## src/rtl/pidfd_pkg.sv

```systemverilog
`timescale 1ns / 1ps
// ----------------------------------------------------------------------------
// pidfd_pkg
// Types, widths, coefficient defaults and helpers for the PID controller with
// filtered derivative and back-calculation anti-windup.
// ----------------------------------------------------------------------------
package pidfd_pkg;

    localparam int IN_W      = 32;
    localparam int DIF_W     = IN_W + 1;
    localparam int COEF_W    = 32;
    localparam int SPW_W     = 25;
    localparam int POLE_W    = 24;
    localparam int AWG_W     = 31;
    localparam int CFG_W     = 32;
    localparam int REG_IDX_W = 3;

    localparam int Q_FRAC  = 24;
    localparam int MA_W    = 28;
    localparam int MB_W    = 33;
    localparam int OPA_W   = MA_W + Q_FRAC;
    localparam int PROD_W  = MA_W + MB_W;
    localparam int ACC_W   = 60;
    localparam int ST_W    = 48;
    localparam int ERR_W   = 35;
    localparam int DEL_W   = 36;
    localparam int TOT_W   = 50;
    localparam int LT_W    = TOT_W + 1;

    localparam int unsigned DERIV_SP_WEIGHT_DEF = 0;

    localparam logic signed [ST_W-1:0] ST_MAX = {1'b0, {(ST_W-1){1'b1}}};
    localparam logic signed [ST_W-1:0] ST_MIN = {1'b1, {(ST_W-1){1'b0}}};

    typedef enum logic [REG_IDX_W-1:0] {
        REG_PROP_GAIN,
        REG_SP_WEIGHT,
        REG_DERIV_POLE,
        REG_DERIV_GAIN,
        REG_INTEG_GAIN,
        REG_AW_GAIN,
        REG_OUT_MIN,
        REG_OUT_MAX
    } t_reg_idx;

    typedef struct packed {
        logic signed [COEF_W-1:0] prop_gain;
        logic        [SPW_W-1:0]  setpoint_weight;
        logic        [POLE_W-1:0] deriv_pole;
        logic signed [COEF_W-1:0] deriv_gain;
        logic signed [COEF_W-1:0] integ_gain;
        logic        [AWG_W-1:0]  antiwindup_gain;
        logic signed [IN_W-1:0]   out_min;
        logic signed [IN_W-1:0]   out_max;
    } t_coef;

    localparam t_coef COEF_RESET = '{
        prop_gain:       32'sh0100_0000,
        setpoint_weight: 25'h100_0000,
        deriv_pole:      24'h00_0000,
        deriv_gain:      32'sh0000_0000,
        integ_gain:      32'sh0000_0000,
        antiwindup_gain: 31'h0000_0000,
        out_min:         32'sh8000_0000,
        out_max:         32'sh7fff_ffff
    };

    typedef enum logic [4:0] {
        S_IDLE,
        S_SPD_LO,
        S_SPD_HI,
        S_LD_LO,
        S_LD_HI,
        S_DEL_LO,
        S_DEL_HI,
        S_SP_LO,
        S_SP_HI,
        S_ERR_WAIT,
        S_ERR_LO,
        S_ERR_HI,
        S_SPV_LO,
        S_SPV_HI,
        S_LT_WAIT,
        S_LT_LO,
        S_LT_HI,
        S_INT_ST,
        S_OUT
    } t_state;

    typedef enum logic [2:0] {
        OPA_SP,
        OPA_SPD,
        OPA_SPV,
        OPA_LD,
        OPA_DEL,
        OPA_ERR,
        OPA_LT
    } t_opa_sel;

    typedef enum logic [2:0] {
        OPB_W,
        OPB_DW,
        OPB_POLE,
        OPB_KD,
        OPB_KP,
        OPB_KI,
        OPB_KAW
    } t_opb_sel;

    typedef enum logic [1:0] {
        ACC_HOLD,
        ACC_ADD,
        ACC_INIT
    } t_acc_mode;

    typedef enum logic [2:0] {
        INIT_ZERO,
        INIT_PVD,
        INIT_NPV,
        INIT_TI,
        INIT_INTEG
    } t_acc_init;

    typedef struct packed {
        logic      load;
        logic      out_load;
        t_opa_sel  a_sel;
        logic      a_hi;
        t_opb_sel  b_sel;
        logic      neg;
        t_acc_mode acc_mode;
        t_acc_init acc_init;
        logic      st_delta;
        logic      st_deriv;
        logic      st_err;
        logic      st_total;
        logic      st_integ;
        logic      lim_en;
        logic      lt_en;
    } t_ctl;

    function automatic logic signed [ST_W-1:0] f_sat_st(input logic signed [ACC_W-1:0] x);
        logic v_fits;
        v_fits = (&x[ACC_W-1:ST_W-1]) || !(|x[ACC_W-1:ST_W-1]);
        if (v_fits) begin
            return x[ST_W-1:0];
        end else if (x[ACC_W-1]) begin
            return ST_MIN;
        end else begin
            return ST_MAX;
        end
    endfunction

endpackage

```

## src/rtl/pidfd_in_if.sv

```systemverilog
`timescale 1ns / 1ps
// ----------------------------------------------------------------------------
// pidfd_in_if
// Sample request channel: setpoint and measurement.
// ----------------------------------------------------------------------------
interface pidfd_in_if;
    import pidfd_pkg::*;

    logic                   valid;
    logic                   ready;
    logic signed [IN_W-1:0] setpoint;
    logic signed [IN_W-1:0] measurement;

    modport source (output valid, setpoint, measurement, input ready);
    modport sink   (input valid, setpoint, measurement, output ready);
endinterface

```

## src/rtl/pidfd_out_if.sv

```systemverilog
`timescale 1ns / 1ps
// ----------------------------------------------------------------------------
// pidfd_out_if
// Result channel: clamped drive and limit flag.
// ----------------------------------------------------------------------------
interface pidfd_out_if;
    import pidfd_pkg::*;

    logic                   valid;
    logic                   ready;
    logic signed [IN_W-1:0] drive;
    logic                   limited;

    modport source (output valid, drive, limited, input ready);
    modport sink   (input valid, drive, limited, output ready);
endinterface

```

## src/rtl/pidfd_cfg_if.sv

```systemverilog
`timescale 1ns / 1ps
// ----------------------------------------------------------------------------
// pidfd_cfg_if
// Register write channel: register index and write data.
// ----------------------------------------------------------------------------
interface pidfd_cfg_if;
    import pidfd_pkg::*;

    logic                 valid;
    logic                 ready;
    logic [REG_IDX_W-1:0] index;
    logic [CFG_W-1:0]     data;

    modport source (output valid, index, data, input ready);
    modport sink   (input valid, index, data, output ready);
endinterface

```

## src/rtl/pidfd_regs.sv

```systemverilog
`timescale 1ns / 1ps
// ----------------------------------------------------------------------------
// pidfd_regs
// Coefficient and limit register file written through the config channel.
// ----------------------------------------------------------------------------
module pidfd_regs (
    input  logic                            i_clk,
    input  logic                            i_rst_n,
    input  logic                            i_valid,
    input  logic [pidfd_pkg::REG_IDX_W-1:0] i_index,
    input  logic [pidfd_pkg::CFG_W-1:0]     i_data,
    output logic                            o_ready,
    output pidfd_pkg::t_coef                o_coef
);
    import pidfd_pkg::*;

    t_coef r_coef;

    assign o_ready = 1'b1;
    assign o_coef  = r_coef;

    always_ff @(posedge i_clk) begin
        if (!i_rst_n) begin
            r_coef <= COEF_RESET;
        end else if (i_valid) begin
            case (t_reg_idx'(i_index))
                REG_PROP_GAIN:  r_coef.prop_gain       <= i_data;
                REG_SP_WEIGHT:  r_coef.setpoint_weight <= i_data[SPW_W-1:0];
                REG_DERIV_POLE: r_coef.deriv_pole      <= i_data[POLE_W-1:0];
                REG_DERIV_GAIN: r_coef.deriv_gain      <= i_data;
                REG_INTEG_GAIN: r_coef.integ_gain      <= i_data;
                REG_AW_GAIN:    r_coef.antiwindup_gain <= i_data[AWG_W-1:0];
                REG_OUT_MIN:    r_coef.out_min         <= i_data;
                REG_OUT_MAX:    r_coef.out_max         <= i_data;
                default: begin
                end
            endcase
        end
    end

endmodule

```

## src/rtl/pidfd_seq.sv

```systemverilog
`timescale 1ns / 1ps
// ----------------------------------------------------------------------------
// pidfd_seq
// Sequencer issuing one partial product per step to the shared multiply
// accumulate unit and steering stores, clamp and result load.
// ----------------------------------------------------------------------------
module pidfd_seq (
    input  logic            i_clk,
    input  logic            i_rst_n,
    input  logic            i_in_valid,
    input  logic            i_out_free,
    output logic            o_in_ready,
    output pidfd_pkg::t_ctl o_ctl
);
    import pidfd_pkg::*;

    t_state r_state;
    t_state n_state;

    always_ff @(posedge i_clk) begin
        if (!i_rst_n) begin
            r_state <= S_IDLE;
        end else begin
            r_state <= n_state;
        end
    end

    always_comb begin
        n_state        = r_state;
        o_in_ready     = (r_state == S_IDLE) || ((r_state == S_OUT) && i_out_free);
        o_ctl.load     = o_in_ready && i_in_valid;
        o_ctl.out_load = 1'b0;
        o_ctl.a_sel    = OPA_SP;
        o_ctl.a_hi     = 1'b0;
        o_ctl.b_sel    = OPB_W;
        o_ctl.neg      = 1'b0;
        o_ctl.acc_mode = ACC_HOLD;
        o_ctl.acc_init = INIT_ZERO;
        o_ctl.st_delta = 1'b0;
        o_ctl.st_deriv = 1'b0;
        o_ctl.st_err   = 1'b0;
        o_ctl.st_total = 1'b0;
        o_ctl.st_integ = 1'b0;
        o_ctl.lim_en   = 1'b0;
        o_ctl.lt_en    = 1'b0;

        case (r_state)
            S_IDLE: begin
                if (o_ctl.load) begin
                    n_state = S_SPD_LO;
                end
            end
            // delta = (pv - last pv) - weighted setpoint change
            S_SPD_LO: begin
                o_ctl.a_sel = OPA_SPD;
                o_ctl.b_sel = OPB_DW;
                o_ctl.neg   = 1'b1;
                n_state     = S_SPD_HI;
            end
            S_SPD_HI: begin
                o_ctl.a_sel    = OPA_SPD;
                o_ctl.a_hi     = 1'b1;
                o_ctl.b_sel    = OPB_DW;
                o_ctl.neg      = 1'b1;
                o_ctl.acc_mode = ACC_INIT;
                o_ctl.acc_init = INIT_PVD;
                n_state        = S_LD_LO;
            end
            // filtered derivative
            S_LD_LO: begin
                o_ctl.a_sel    = OPA_LD;
                o_ctl.b_sel    = OPB_POLE;
                o_ctl.acc_mode = ACC_ADD;
                o_ctl.st_delta = 1'b1;
                n_state        = S_LD_HI;
            end
            S_LD_HI: begin
                o_ctl.a_sel    = OPA_LD;
                o_ctl.a_hi     = 1'b1;
                o_ctl.b_sel    = OPB_POLE;
                o_ctl.acc_mode = ACC_INIT;
                o_ctl.acc_init = INIT_ZERO;
                n_state        = S_DEL_LO;
            end
            S_DEL_LO: begin
                o_ctl.a_sel    = OPA_DEL;
                o_ctl.b_sel    = OPB_KD;
                o_ctl.neg      = 1'b1;
                o_ctl.acc_mode = ACC_ADD;
                n_state        = S_DEL_HI;
            end
            S_DEL_HI: begin
                o_ctl.a_sel    = OPA_DEL;
                o_ctl.a_hi     = 1'b1;
                o_ctl.b_sel    = OPB_KD;
                o_ctl.neg      = 1'b1;
                o_ctl.acc_mode = ACC_ADD;
                n_state        = S_SP_LO;
            end
            // weighted error
            S_SP_LO: begin
                o_ctl.a_sel    = OPA_SP;
                o_ctl.b_sel    = OPB_W;
                o_ctl.acc_mode = ACC_ADD;
                o_ctl.st_deriv = 1'b1;
                n_state        = S_SP_HI;
            end
            S_SP_HI: begin
                o_ctl.a_sel    = OPA_SP;
                o_ctl.a_hi     = 1'b1;
                o_ctl.b_sel    = OPB_W;
                o_ctl.acc_mode = ACC_INIT;
                o_ctl.acc_init = INIT_NPV;
                n_state        = S_ERR_WAIT;
            end
            S_ERR_WAIT: begin
                o_ctl.acc_mode = ACC_ADD;
                o_ctl.st_err   = 1'b1;
                n_state        = S_ERR_LO;
            end
            // total = prop + deriv + integral
            S_ERR_LO: begin
                o_ctl.a_sel = OPA_ERR;
                o_ctl.b_sel = OPB_KP;
                n_state     = S_ERR_HI;
            end
            S_ERR_HI: begin
                o_ctl.a_sel    = OPA_ERR;
                o_ctl.a_hi     = 1'b1;
                o_ctl.b_sel    = OPB_KP;
                o_ctl.acc_mode = ACC_INIT;
                o_ctl.acc_init = INIT_TI;
                n_state        = S_SPV_LO;
            end
            // integrator update
            S_SPV_LO: begin
                o_ctl.a_sel    = OPA_SPV;
                o_ctl.b_sel    = OPB_KI;
                o_ctl.acc_mode = ACC_ADD;
                o_ctl.st_total = 1'b1;
                n_state        = S_SPV_HI;
            end
            S_SPV_HI: begin
                o_ctl.a_sel    = OPA_SPV;
                o_ctl.a_hi     = 1'b1;
                o_ctl.b_sel    = OPB_KI;
                o_ctl.acc_mode = ACC_INIT;
                o_ctl.acc_init = INIT_INTEG;
                o_ctl.lim_en   = 1'b1;
                n_state        = S_LT_WAIT;
            end
            S_LT_WAIT: begin
                o_ctl.acc_mode = ACC_ADD;
                o_ctl.lt_en    = 1'b1;
                n_state        = S_LT_LO;
            end
            S_LT_LO: begin
                o_ctl.a_sel = OPA_LT;
                o_ctl.b_sel = OPB_KAW;
                n_state     = S_LT_HI;
            end
            S_LT_HI: begin
                o_ctl.a_sel    = OPA_LT;
                o_ctl.a_hi     = 1'b1;
                o_ctl.b_sel    = OPB_KAW;
                o_ctl.acc_mode = ACC_ADD;
                n_state        = S_INT_ST;
            end
            S_INT_ST: begin
                o_ctl.acc_mode = ACC_ADD;
                o_ctl.st_integ = 1'b1;
                n_state        = S_OUT;
            end
            S_OUT: begin
                if (i_out_free) begin
                    o_ctl.out_load = 1'b1;
                    n_state        = o_ctl.load ? S_SPD_LO : S_IDLE;
                end
            end
            default: begin
                n_state = S_IDLE;
            end
        endcase
    end

    a_load_starts: assert property (@(posedge i_clk) disable iff (!i_rst_n)
        o_ctl.load |=> (r_state == S_SPD_LO))
        else $error("accepted request did not start the sequence");

    a_ready_only_free: assert property (@(posedge i_clk) disable iff (!i_rst_n)
        o_in_ready |-> ((r_state == S_IDLE) || (r_state == S_OUT)))
        else $error("ready raised while a request is in progress");

    a_out_wait: assert property (@(posedge i_clk) disable iff (!i_rst_n)
        ((r_state == S_OUT) && !i_out_free) |=> (r_state == S_OUT))
        else $error("result step left while output slot busy");

endmodule

```

## src/rtl/pidfd_dp.sv

```systemverilog
`timescale 1ns / 1ps
// ----------------------------------------------------------------------------
// pidfd_dp
// Shared 28x33 multiplier with accumulator, controller state, clamp and
// result register.
// ----------------------------------------------------------------------------
module pidfd_dp #(
    parameter int unsigned DERIV_SP_WEIGHT = pidfd_pkg::DERIV_SP_WEIGHT_DEF
) (
    input  logic                               i_clk,
    input  logic                               i_rst_n,
    input  pidfd_pkg::t_ctl                    i_ctl,
    input  pidfd_pkg::t_coef                   i_coef,
    input  logic signed [pidfd_pkg::IN_W-1:0]  i_setpoint,
    input  logic signed [pidfd_pkg::IN_W-1:0]  i_measurement,
    input  logic                               i_out_ready,
    output logic                               o_out_valid,
    output logic signed [pidfd_pkg::IN_W-1:0]  o_drive,
    output logic                               o_limited
);
    import pidfd_pkg::*;

    localparam logic signed [MB_W-1:0] DW_B = MB_W'(DERIV_SP_WEIGHT);

    logic signed [IN_W-1:0]   r_sp;
    logic signed [IN_W-1:0]   r_ls;
    logic signed [IN_W-1:0]   r_lm;
    logic signed [DIF_W-1:0]  r_spd;
    logic signed [DIF_W-1:0]  r_spv;
    logic signed [DIF_W-1:0]  r_pvd;
    logic signed [DIF_W-1:0]  r_npv;
    logic signed [ST_W-1:0]   r_integral;
    logic signed [ST_W-1:0]   r_last_deriv;
    logic signed [ST_W:0]     r_ti;
    logic signed [DEL_W-1:0]  r_delta;
    logic signed [ERR_W-1:0]  r_err;
    logic signed [TOT_W-1:0]  r_total;
    logic signed [LT_W-1:0]   r_lt;
    logic signed [IN_W-1:0]   r_lim;
    logic                     r_limited;
    logic signed [PROD_W-1:0] r_prod;
    logic                     r_prod_hi;
    logic                     r_prod_neg;
    logic signed [ACC_W-1:0]  r_acc;
    logic                     r_out_valid;
    logic signed [IN_W-1:0]   r_drive;
    logic                     r_out_limited;

    logic signed [OPA_W-1:0]  w_opa;
    logic signed [MA_W-1:0]   w_ma;
    logic signed [MB_W-1:0]   w_mb;
    logic signed [PROD_W-1:0] w_prod;
    logic signed [ACC_W-1:0]  w_term;
    logic signed [ACC_W-1:0]  w_init;
    logic signed [ACC_W-1:0]  w_base;
    logic signed [ACC_W-1:0]  w_sum;
    logic signed [ACC_W-1:0]  n_acc;
    logic signed [TOT_W-1:0]  w_min;
    logic signed [TOT_W-1:0]  w_max;
    logic signed [TOT_W-1:0]  w_lo;
    logic signed [TOT_W-1:0]  w_lim;

    // operand a: low 24 bits unsigned, or the floor-shifted high part
    always_comb begin
        case (i_ctl.a_sel)
            OPA_SP:  w_opa = OPA_W'(r_sp);
            OPA_SPD: w_opa = OPA_W'(r_spd);
            OPA_SPV: w_opa = OPA_W'(r_spv);
            OPA_LD:  w_opa = OPA_W'(r_last_deriv);
            OPA_DEL: w_opa = OPA_W'(r_delta);
            OPA_ERR: w_opa = OPA_W'(r_err);
            OPA_LT:  w_opa = OPA_W'(r_lt);
            default: w_opa = '0;
        endcase
    end

    assign w_ma = i_ctl.a_hi ? w_opa[OPA_W-1:Q_FRAC]
                             : {{(MA_W-Q_FRAC){1'b0}}, w_opa[Q_FRAC-1:0]};

    always_comb begin
        case (i_ctl.b_sel)
            OPB_W:    w_mb = MB_W'(i_coef.setpoint_weight);
            OPB_DW:   w_mb = DW_B;
            OPB_POLE: w_mb = MB_W'(i_coef.deriv_pole);
            OPB_KD:   w_mb = MB_W'(i_coef.deriv_gain);
            OPB_KP:   w_mb = MB_W'(i_coef.prop_gain);
            OPB_KI:   w_mb = MB_W'(i_coef.integ_gain);
            OPB_KAW:  w_mb = MB_W'(i_coef.antiwindup_gain);
            default:  w_mb = '0;
        endcase
    end

    assign w_prod = w_ma * w_mb;

    assign w_term = r_prod_hi ? r_prod[ACC_W-1:0]
                              : ACC_W'($signed(r_prod[PROD_W-1:Q_FRAC]));

    always_comb begin
        case (i_ctl.acc_init)
            INIT_ZERO:  w_init = '0;
            INIT_PVD:   w_init = ACC_W'(r_pvd);
            INIT_NPV:   w_init = ACC_W'(r_npv);
            INIT_TI:    w_init = ACC_W'(r_ti);
            INIT_INTEG: w_init = ACC_W'(r_integral);
            default:    w_init = '0;
        endcase
    end

    assign w_base = (i_ctl.acc_mode == ACC_INIT) ? w_init : r_acc;
    assign w_sum  = r_prod_neg ? (w_base - w_term) : (w_base + w_term);
    assign n_acc  = (i_ctl.acc_mode == ACC_HOLD) ? r_acc : w_sum;

    // lower limit first, then upper
    assign w_min = TOT_W'(i_coef.out_min);
    assign w_max = TOT_W'(i_coef.out_max);
    assign w_lo  = (r_total < w_min) ? w_min : r_total;
    assign w_lim = (w_lo > w_max) ? w_max : w_lo;

    always_ff @(posedge i_clk) begin
        if (!i_rst_n) begin
            r_ls         <= '0;
            r_lm         <= '0;
            r_integral   <= '0;
            r_last_deriv <= '0;
            r_out_valid  <= 1'b0;
        end else begin
            if (i_ctl.load) begin
                r_ls <= i_setpoint;
                r_lm <= i_measurement;
            end
            if (i_ctl.st_integ) begin
                r_integral <= f_sat_st(n_acc);
            end
            if (i_ctl.st_deriv) begin
                r_last_deriv <= f_sat_st(n_acc);
            end
            if (i_ctl.out_load) begin
                r_out_valid <= 1'b1;
            end else if (i_out_ready) begin
                r_out_valid <= 1'b0;
            end
        end
    end

    always_ff @(posedge i_clk) begin
        if (i_ctl.load) begin
            r_sp  <= i_setpoint;
            r_spd <= DIF_W'(i_setpoint) - DIF_W'(r_ls);
            r_spv <= DIF_W'(i_setpoint) - DIF_W'(i_measurement);
            r_pvd <= DIF_W'(i_measurement) - DIF_W'(r_lm);
            r_npv <= -DIF_W'(i_measurement);
        end
        r_prod     <= w_prod;
        r_prod_hi  <= i_ctl.a_hi;
        r_prod_neg <= i_ctl.neg;
        r_acc      <= n_acc;
        r_ti       <= (ST_W+1)'(r_integral) + (ST_W+1)'(r_last_deriv);
        if (i_ctl.st_delta) begin
            r_delta <= n_acc[DEL_W-1:0];
        end
        if (i_ctl.st_err) begin
            r_err <= n_acc[ERR_W-1:0];
        end
        if (i_ctl.st_total) begin
            r_total <= n_acc[TOT_W-1:0];
        end
        if (i_ctl.lim_en) begin
            r_lim     <= w_lim[IN_W-1:0];
            r_limited <= (w_lim != r_total);
        end
        if (i_ctl.lt_en) begin
            r_lt <= LT_W'(r_lim) - LT_W'(r_total);
        end
        if (i_ctl.out_load) begin
            r_drive       <= r_lim;
            r_out_limited <= r_limited;
        end
    end

    assign o_out_valid = r_out_valid;
    assign o_drive     = r_drive;
    assign o_limited   = r_out_limited;

    a_no_overwrite: assert property (@(posedge i_clk) disable iff (!i_rst_n)
        i_ctl.out_load |-> (!r_out_valid || i_out_ready))
        else $error("result register loaded while previous result pending");

    a_flag_consistent: assert property (@(posedge i_clk) disable iff (!i_rst_n)
        i_ctl.lim_en |=> (r_limited || (TOT_W'(r_lim) == r_total)))
        else $error("clamp flag low but drive differs from sum");

    a_lim_in_range: assert property (@(posedge i_clk) disable iff (!i_rst_n)
        (i_ctl.lim_en && (i_coef.out_min <= i_coef.out_max))
        |=> ((r_lim >= i_coef.out_min) && (r_lim <= i_coef.out_max)))
        else $error("clamped drive outside configured limits");

endmodule

```

## src/rtl/pid_filtered_derivative_antiwindup_top.sv

```systemverilog
`timescale 1ns / 1ps
// ----------------------------------------------------------------------------
// pid_filtered_derivative_antiwindup_top
// PID controller with setpoint weighting, filtered derivative, output clamp
// and back-calculation anti-windup on one shared multiply accumulate unit.
// ----------------------------------------------------------------------------
// requests are processed one at a time: the 14 partial products pass one by
// one through the single 28x33 multiplier plus its stores, and a new request
// is taken only while idle or as the result loads into a free output slot
// reset: integrator, filtered derivative and previous samples clear to zero,
// coefficients and limits load their defaults, no result is pending
// ----------------------------------------------------------------------------
module pid_filtered_derivative_antiwindup_top #(
    parameter int unsigned DERIV_SP_WEIGHT = pidfd_pkg::DERIV_SP_WEIGHT_DEF
) (
    input  logic          i_clk,
    input  logic          i_rst_n,
    pidfd_in_if.sink      i_in,
    pidfd_out_if.source   o_out,
    pidfd_cfg_if.sink     i_cfg
);
    import pidfd_pkg::*;

    t_coef w_coef;
    t_ctl  w_ctl;
    logic  w_out_valid;
    logic  w_out_free;

    assign w_out_free  = !w_out_valid || o_out.ready;
    assign o_out.valid = w_out_valid;

    pidfd_regs u_regs (
        .i_clk   (i_clk),
        .i_rst_n (i_rst_n),
        .i_valid (i_cfg.valid),
        .i_index (i_cfg.index),
        .i_data  (i_cfg.data),
        .o_ready (i_cfg.ready),
        .o_coef  (w_coef)
    );

    pidfd_seq u_seq (
        .i_clk      (i_clk),
        .i_rst_n    (i_rst_n),
        .i_in_valid (i_in.valid),
        .i_out_free (w_out_free),
        .o_in_ready (i_in.ready),
        .o_ctl      (w_ctl)
    );

    pidfd_dp #(
        .DERIV_SP_WEIGHT (DERIV_SP_WEIGHT)
    ) u_dp (
        .i_clk         (i_clk),
        .i_rst_n       (i_rst_n),
        .i_ctl         (w_ctl),
        .i_coef        (w_coef),
        .i_setpoint    (i_in.setpoint),
        .i_measurement (i_in.measurement),
        .i_out_ready   (o_out.ready),
        .o_out_valid   (w_out_valid),
        .o_drive       (o_out.drive),
        .o_limited     (o_out.limited)
    );

endmodule
```

## src/flat_wrapper.sv

```systemverilog
// flat-port wrapper written by rule: the top's interface ports become plain ports
module pid_filtered_derivative_antiwindup_top_flat import pidfd_pkg::*;
#(
    parameter int unsigned DERIV_SP_WEIGHT = pidfd_pkg::DERIV_SP_WEIGHT_DEF
)
  (i_clk, i_rst_n, i_in_valid, i_in_setpoint, i_in_measurement, i_in_ready, o_out_valid, o_out_drive, o_out_limited, o_out_ready, i_cfg_valid, i_cfg_index, i_cfg_data, i_cfg_ready);
  pidfd_in_if i_in_i ();
  pidfd_out_if o_out_i ();
  pidfd_cfg_if i_cfg_i ();
  input  logic i_clk;
  input  logic i_rst_n;
  input wire logic [$bits(i_in_i.valid)-1:0] i_in_valid;
  input wire logic [$bits(i_in_i.setpoint)-1:0] i_in_setpoint;
  input wire logic [$bits(i_in_i.measurement)-1:0] i_in_measurement;
  output wire logic [$bits(i_in_i.ready)-1:0] i_in_ready;
  output wire logic [$bits(o_out_i.valid)-1:0] o_out_valid;
  output wire logic [$bits(o_out_i.drive)-1:0] o_out_drive;
  output wire logic [$bits(o_out_i.limited)-1:0] o_out_limited;
  input wire logic [$bits(o_out_i.ready)-1:0] o_out_ready;
  input wire logic [$bits(i_cfg_i.valid)-1:0] i_cfg_valid;
  input wire logic [$bits(i_cfg_i.index)-1:0] i_cfg_index;
  input wire logic [$bits(i_cfg_i.data)-1:0] i_cfg_data;
  output wire logic [$bits(i_cfg_i.ready)-1:0] i_cfg_ready;
  assign i_in_i.valid = i_in_valid;
  assign i_in_i.setpoint = i_in_setpoint;
  assign i_in_i.measurement = i_in_measurement;
  assign i_in_ready = i_in_i.ready;
  assign o_out_valid = o_out_i.valid;
  assign o_out_drive = o_out_i.drive;
  assign o_out_limited = o_out_i.limited;
  assign o_out_i.ready = o_out_ready;
  assign i_cfg_i.valid = i_cfg_valid;
  assign i_cfg_i.index = i_cfg_index;
  assign i_cfg_i.data = i_cfg_data;
  assign i_cfg_ready = i_cfg_i.ready;
  pid_filtered_derivative_antiwindup_top #(.DERIV_SP_WEIGHT(DERIV_SP_WEIGHT)) u_core (.i_clk(i_clk), .i_rst_n(i_rst_n), .i_in(i_in_i), .o_out(o_out_i), .i_cfg(i_cfg_i));
endmodule
```

## config.mk

```make
export PLATFORM = sky130hd
export DESIGN_NAME = pid_filtered_derivative_antiwindup_top_flat
export DESIGN_NICKNAME = d
export VERILOG_FILES = /design/src/rtl/pidfd_pkg.sv /design/src/rtl/pidfd_in_if.sv /design/src/rtl/pidfd_out_if.sv /design/src/rtl/pidfd_cfg_if.sv /design/src/rtl/pidfd_regs.sv /design/src/rtl/pidfd_seq.sv /design/src/rtl/pidfd_dp.sv /design/src/rtl/pid_filtered_derivative_antiwindup_top.sv /design/src/flat_wrapper.sv
export SDC_FILE = /design/constraint.sdc
export NUM_CORES = 2
export LEC_CHECK = 0
export BUFFER_PORTS_ARGS = -buffer_cell sky130_fd_sc_hd__clkbuf_2
export CAP_MARGIN = 20
export CORE_ASPECT_RATIO = 0.6
export CORE_MARGIN = 3
export CORE_UTILIZATION = 41
export CTS_CLUSTER_DIAMETER = 30
export DETAILED_ROUTE_END_ITERATION = 8
export PLACE_DENSITY = 0.64
export SYNTH_ARGS = -nofsm -noshare
export SYNTH_HDL_FRONTEND = slang
export SYNTH_SLANG_ARGS = --single-unit
```

## constraint.sdc

```tcl
create_clock -name i_clk -period 19.9 [get_ports i_clk]
set_clock_uncertainty 0.15 [all_clocks]
set_input_delay 3.98 -clock i_clk [delete_from_list [all_inputs] [get_ports i_clk]]
set_output_delay 3.98 -clock i_clk [all_outputs]
set_load 0.01 [all_outputs]
```

==> impl_metrics.env <==
export IMPL_dp_final_hpwl_um=264000
export IMPL_cp_arrival_ps=12460
export IMPL_final_hold_violation_count=0
export IMPL_cpPeakStageDelay_ps=860
export IMPL_die_h_um=362
export IMPL_crit_top_cell="fa_1"
export IMPL_power_density_nw_per_um2=103
export IMPL_period_minus_slack_ps=11960
export IMPL_status="complete, no violations"
export IMPL_synth_edf_count=402
export IMPL_drcViolationCount=0
export IMPL_grt_ovfl_total=0
export IMPL_grt_pass1_wl_um=496000
export IMPL_area_growth_pct=10.6
export IMPL_syn_area_um2=86800
export IMPL_cts_buffer_depth=4
export IMPL_synth_simple_area_share=0.160
export IMPL_synth_top_family_by_area="adder cells"
export IMPL_synth_xor_area_frac=0.0395
export IMPL_peakVddDrop_mv=0.0860
export IMPL_critPathRequiredTime_ps=20400
export IMPL_rsz0062_at_grt="false"
export IMPL_nFillCells=19979
export IMPL_core_um2=210000
export IMPL_fin_area_um2=96000
export IMPL_clkTransAtPathRegs_ps=60
export IMPL_cts_tree="yes"
export IMPL_grt_total_usage=0.312
export IMPL_place_gp_congestion=1.05
export IMPL_syn_nets=11327
export IMPL_die_area_um2=217000
export IMPL_yosysSeqAreaShare=0.272
export IMPL_io_pins=140
export IMPL_start_kind="register"
export IMPL_slowest_stage="dfxtp_1"
export IMPL_synth_fa_ha_area_frac=0.296
export IMPL_drive_gt1_frac=0.0743
export IMPL_grt_max_degree=258
export IMPL_worstHoldPathType="register to register"
export IMPL_async_flop_share=0
export IMPL_wl_um=344000
export IMPL_setup_violations=0
export IMPL_finalCritPeriodShare=0.601
export IMPL_cts_hold_buffers_added=0
export IMPL_ys_dominant_reg_cell="dfxtp_1"
export IMPL_synth_area_mux_share=0.0104
export IMPL_syn_area_per_cell_um2=8.92
export IMPL_fmax_ghz=0.0836
export IMPL_crit_path_end_kind="register"
export IMPL_vias_per_cell=5.92
export IMPL_dieWidth_um=600
export IMPL_worst_path_buf_inv=6
export IMPL_post_cts_buffers=0
export IMPL_cts_resized=0
export IMPL_ctsHtreeMaxLevel=4
export IMPL_wl_per_cell_um=27.3
export IMPL_synth_compound_area_share=0.145
export IMPL_portBuffers=138
export IMPL_num_nets_final=11302
export IMPL_criticalPathCategory="register to register"
export IMPL_slew_headroom=0.0495
export IMPL_p_leak_nw=42.3
export IMPL_setup_tns_ps=0
export IMPL_antenna_found_initial=26
export IMPL_num_vias=74609
export IMPL_antenna_left=0
export IMPL_tightest_slew_ps=1420
export IMPL_placed_area_um2=90500
export IMPL_cp_max_fo=53
export IMPL_clk_latency_ps=810
export IMPL_rows=130
export IMPL_synthCells=9734
export IMPL_maxSlewViolCount=0
export IMPL_power_mw=9.91
export IMPL_clock_sinks=980
export IMPL_synth_distinct_cells=101
export IMPL_drtIter0Drc=10995
export IMPL_ys_warn_count=0
export IMPL_initial_core_util=0.414
export IMPL_grt_pass1_vias=70923
export IMPL_synth_seq_cells=980
export IMPL_numCtsBuffers=161
export IMPL_root_buffer="clkbuf_16"
export IMPL_cap_violations=0
export IMPL_first_pass_iters=9
export IMPL_crit_family="adder cells"
[worst reg2reg max path: cells and delay by family (launching register included)]
kind	cells	cell delay, ps
adders and majority gates	9	4380
AOI/OAI and AO/OA	10	2890
buffers and inverters	6	1760
and+or+nand+nor	7	1650
DFF	1	860
xor gates and xnor gates	1	140
[area by class of cell]
cell class / instances / area, um^2 / area share
inverter: 1246 / 4680 / 0.0488
clock inverter: 105 / 1150 / 0.0120
clock buffer: 181 / 4210 / 0.0438
antenna: 4 / 10.0 / 0.000104
tap: 2772 / 3470 / 0.0361
sequential: 980 / 23600 / 0.246
multi-input combinational: 7015 / 56800 / 0.592
timing repair buffer: 305 / 2040 / 0.0212
[per-stage QoR]
stage | util | instances | setup WS, ps | hold WS (ps)
2_1_floorplan | - | 9734 | 9890 | 250
3_3_place_gp | 0.431 | 12308 | 8420 | 265
3_5_place_dp | 0.431 | 12309 | 8280 | 273
4_1_cts | 0.457 | 12595 | 8210 | 286
5_1_grt | 0.458 | 12605 | 7410 | 311
6_report | 0.458 | 12608 | 7940 | 281
[where the power goes]
| part | internal [mW] | leakage [nW] | switching, mW |
|---|---|---|---|
| Sequential | 2.37 | 8.41 | 0.181 |
| Combinational | 1.39 | 31.3 | 3.14 |
| Clock | 1.73 | 2.60 | 1.11 |
[cell usage in the layout (no fill, tap or decap), drive strengths merged, types with 19 or more instances in the layout]
cell type	n
and4	44
dfxtp	578
and2	57
o211ai	62
ha	548
o21ai	357
nor3	113
xor2	127
nand2b	86
a222oi	86
nor4	34
mux2i	69
mux2	19
a31oi	48
nand2	1550
nor2b	60
nand4	101
fa	941
nor2	834
inv	1277
o21a	67
a21oi	414
clkinv	47
a22oi	109
a21boi	283
clkbuf	323
o21bai	32
xnor2	262
edfxtp	402
a211oi	47
o31ai	24
and3	41
a21o	145
or2	26
nand3	171
or3	24
buf	163
[cells by family after synthesis]
logic type,after synthesis
AND/OR/NAND/NOR,3185
AO/OA/AOI/OAI,1862
buffers and inverters,1739
adder cells (fa/ha/maj),1489
flip-flops,980
XOR/XNOR,390
multiplexers,88
other,1
[path summary, 6_finish.rpt]
path         slack, ps  cells past startpoint                    start                     end
max               7940                     33  u_core.u_seq.r_state[0]  u_core.u_dp.r_prod[58]
min                280                      0    u_core.u_dp.r_limited   u_core.u_dp.o_limited
max reg2reg       7940                     33  u_core.u_seq.r_state[0]  u_core.u_dp.r_prod[58]
min reg2reg        280                      0    u_core.u_dp.r_limited   u_core.u_dp.o_limited
[layer usage]
metal | routed length, um | global-route usage
met5 | 48 | 0.00244
met4 | 8470 | 0.0660
met2 | 122000 | 0.378
met3 | 61400 | 0.163
met1 | 152000 | 0.472
[synthesized netlist by cell type, types with 145 or more instances]
| cell | instances | area, um^2 |
|---|---|---|
| inv_1 | 1245 | 4670 |
| edfxtp_1 | 402 | 12100 |
| dfxtp_1 | 578 | 11600 |
| fa_1 | 941 | 18800 |
| a21oi_1 | 410 | 2050 |
| clkbuf_1 | 373 | 1400 |
| a21o_1 | 145 | 1090 |
| nor2_1 | 833 | 3130 |
| nand2_1 | 1549 | 5810 |
| ha_1 | 548 | 6860 |
| a21boi_0 | 283 | 2120 |
| nand3_1 | 170 | 851 |
| xnor2_1 | 262 | 2290 |
| o21ai_0 | 275 | 1380 |
[flip-flops by register name (all words and copies together), names as in the netlist, 33 cells and up]
| name | flops |
|---|---|
| u_core.u_dp.r_integral | 48 |
| u_core.u_dp.r_err | 35 |
| u_core.u_dp.r_spv | 33 |
| u_core.u_dp.r_total | 50 |
| u_core.u_dp.r_prod | 61 |
| u_core.u_dp.r_acc | 60 |
| u_core.u_dp.r_ti | 49 |
| u_core.u_dp.r_delta | 36 |
| u_core.u_dp.r_lt | 51 |
| u_core.u_dp.r_npv | 33 |
| u_core.u_dp.r_last_deriv | 48 |
| u_core.u_regs.o_coef | 240 |
| u_core.u_dp.r_spd | 33 |
| u_core.u_dp.r_pvd | 33 |
Note: power is estimated with default switching activity, not from simulation.
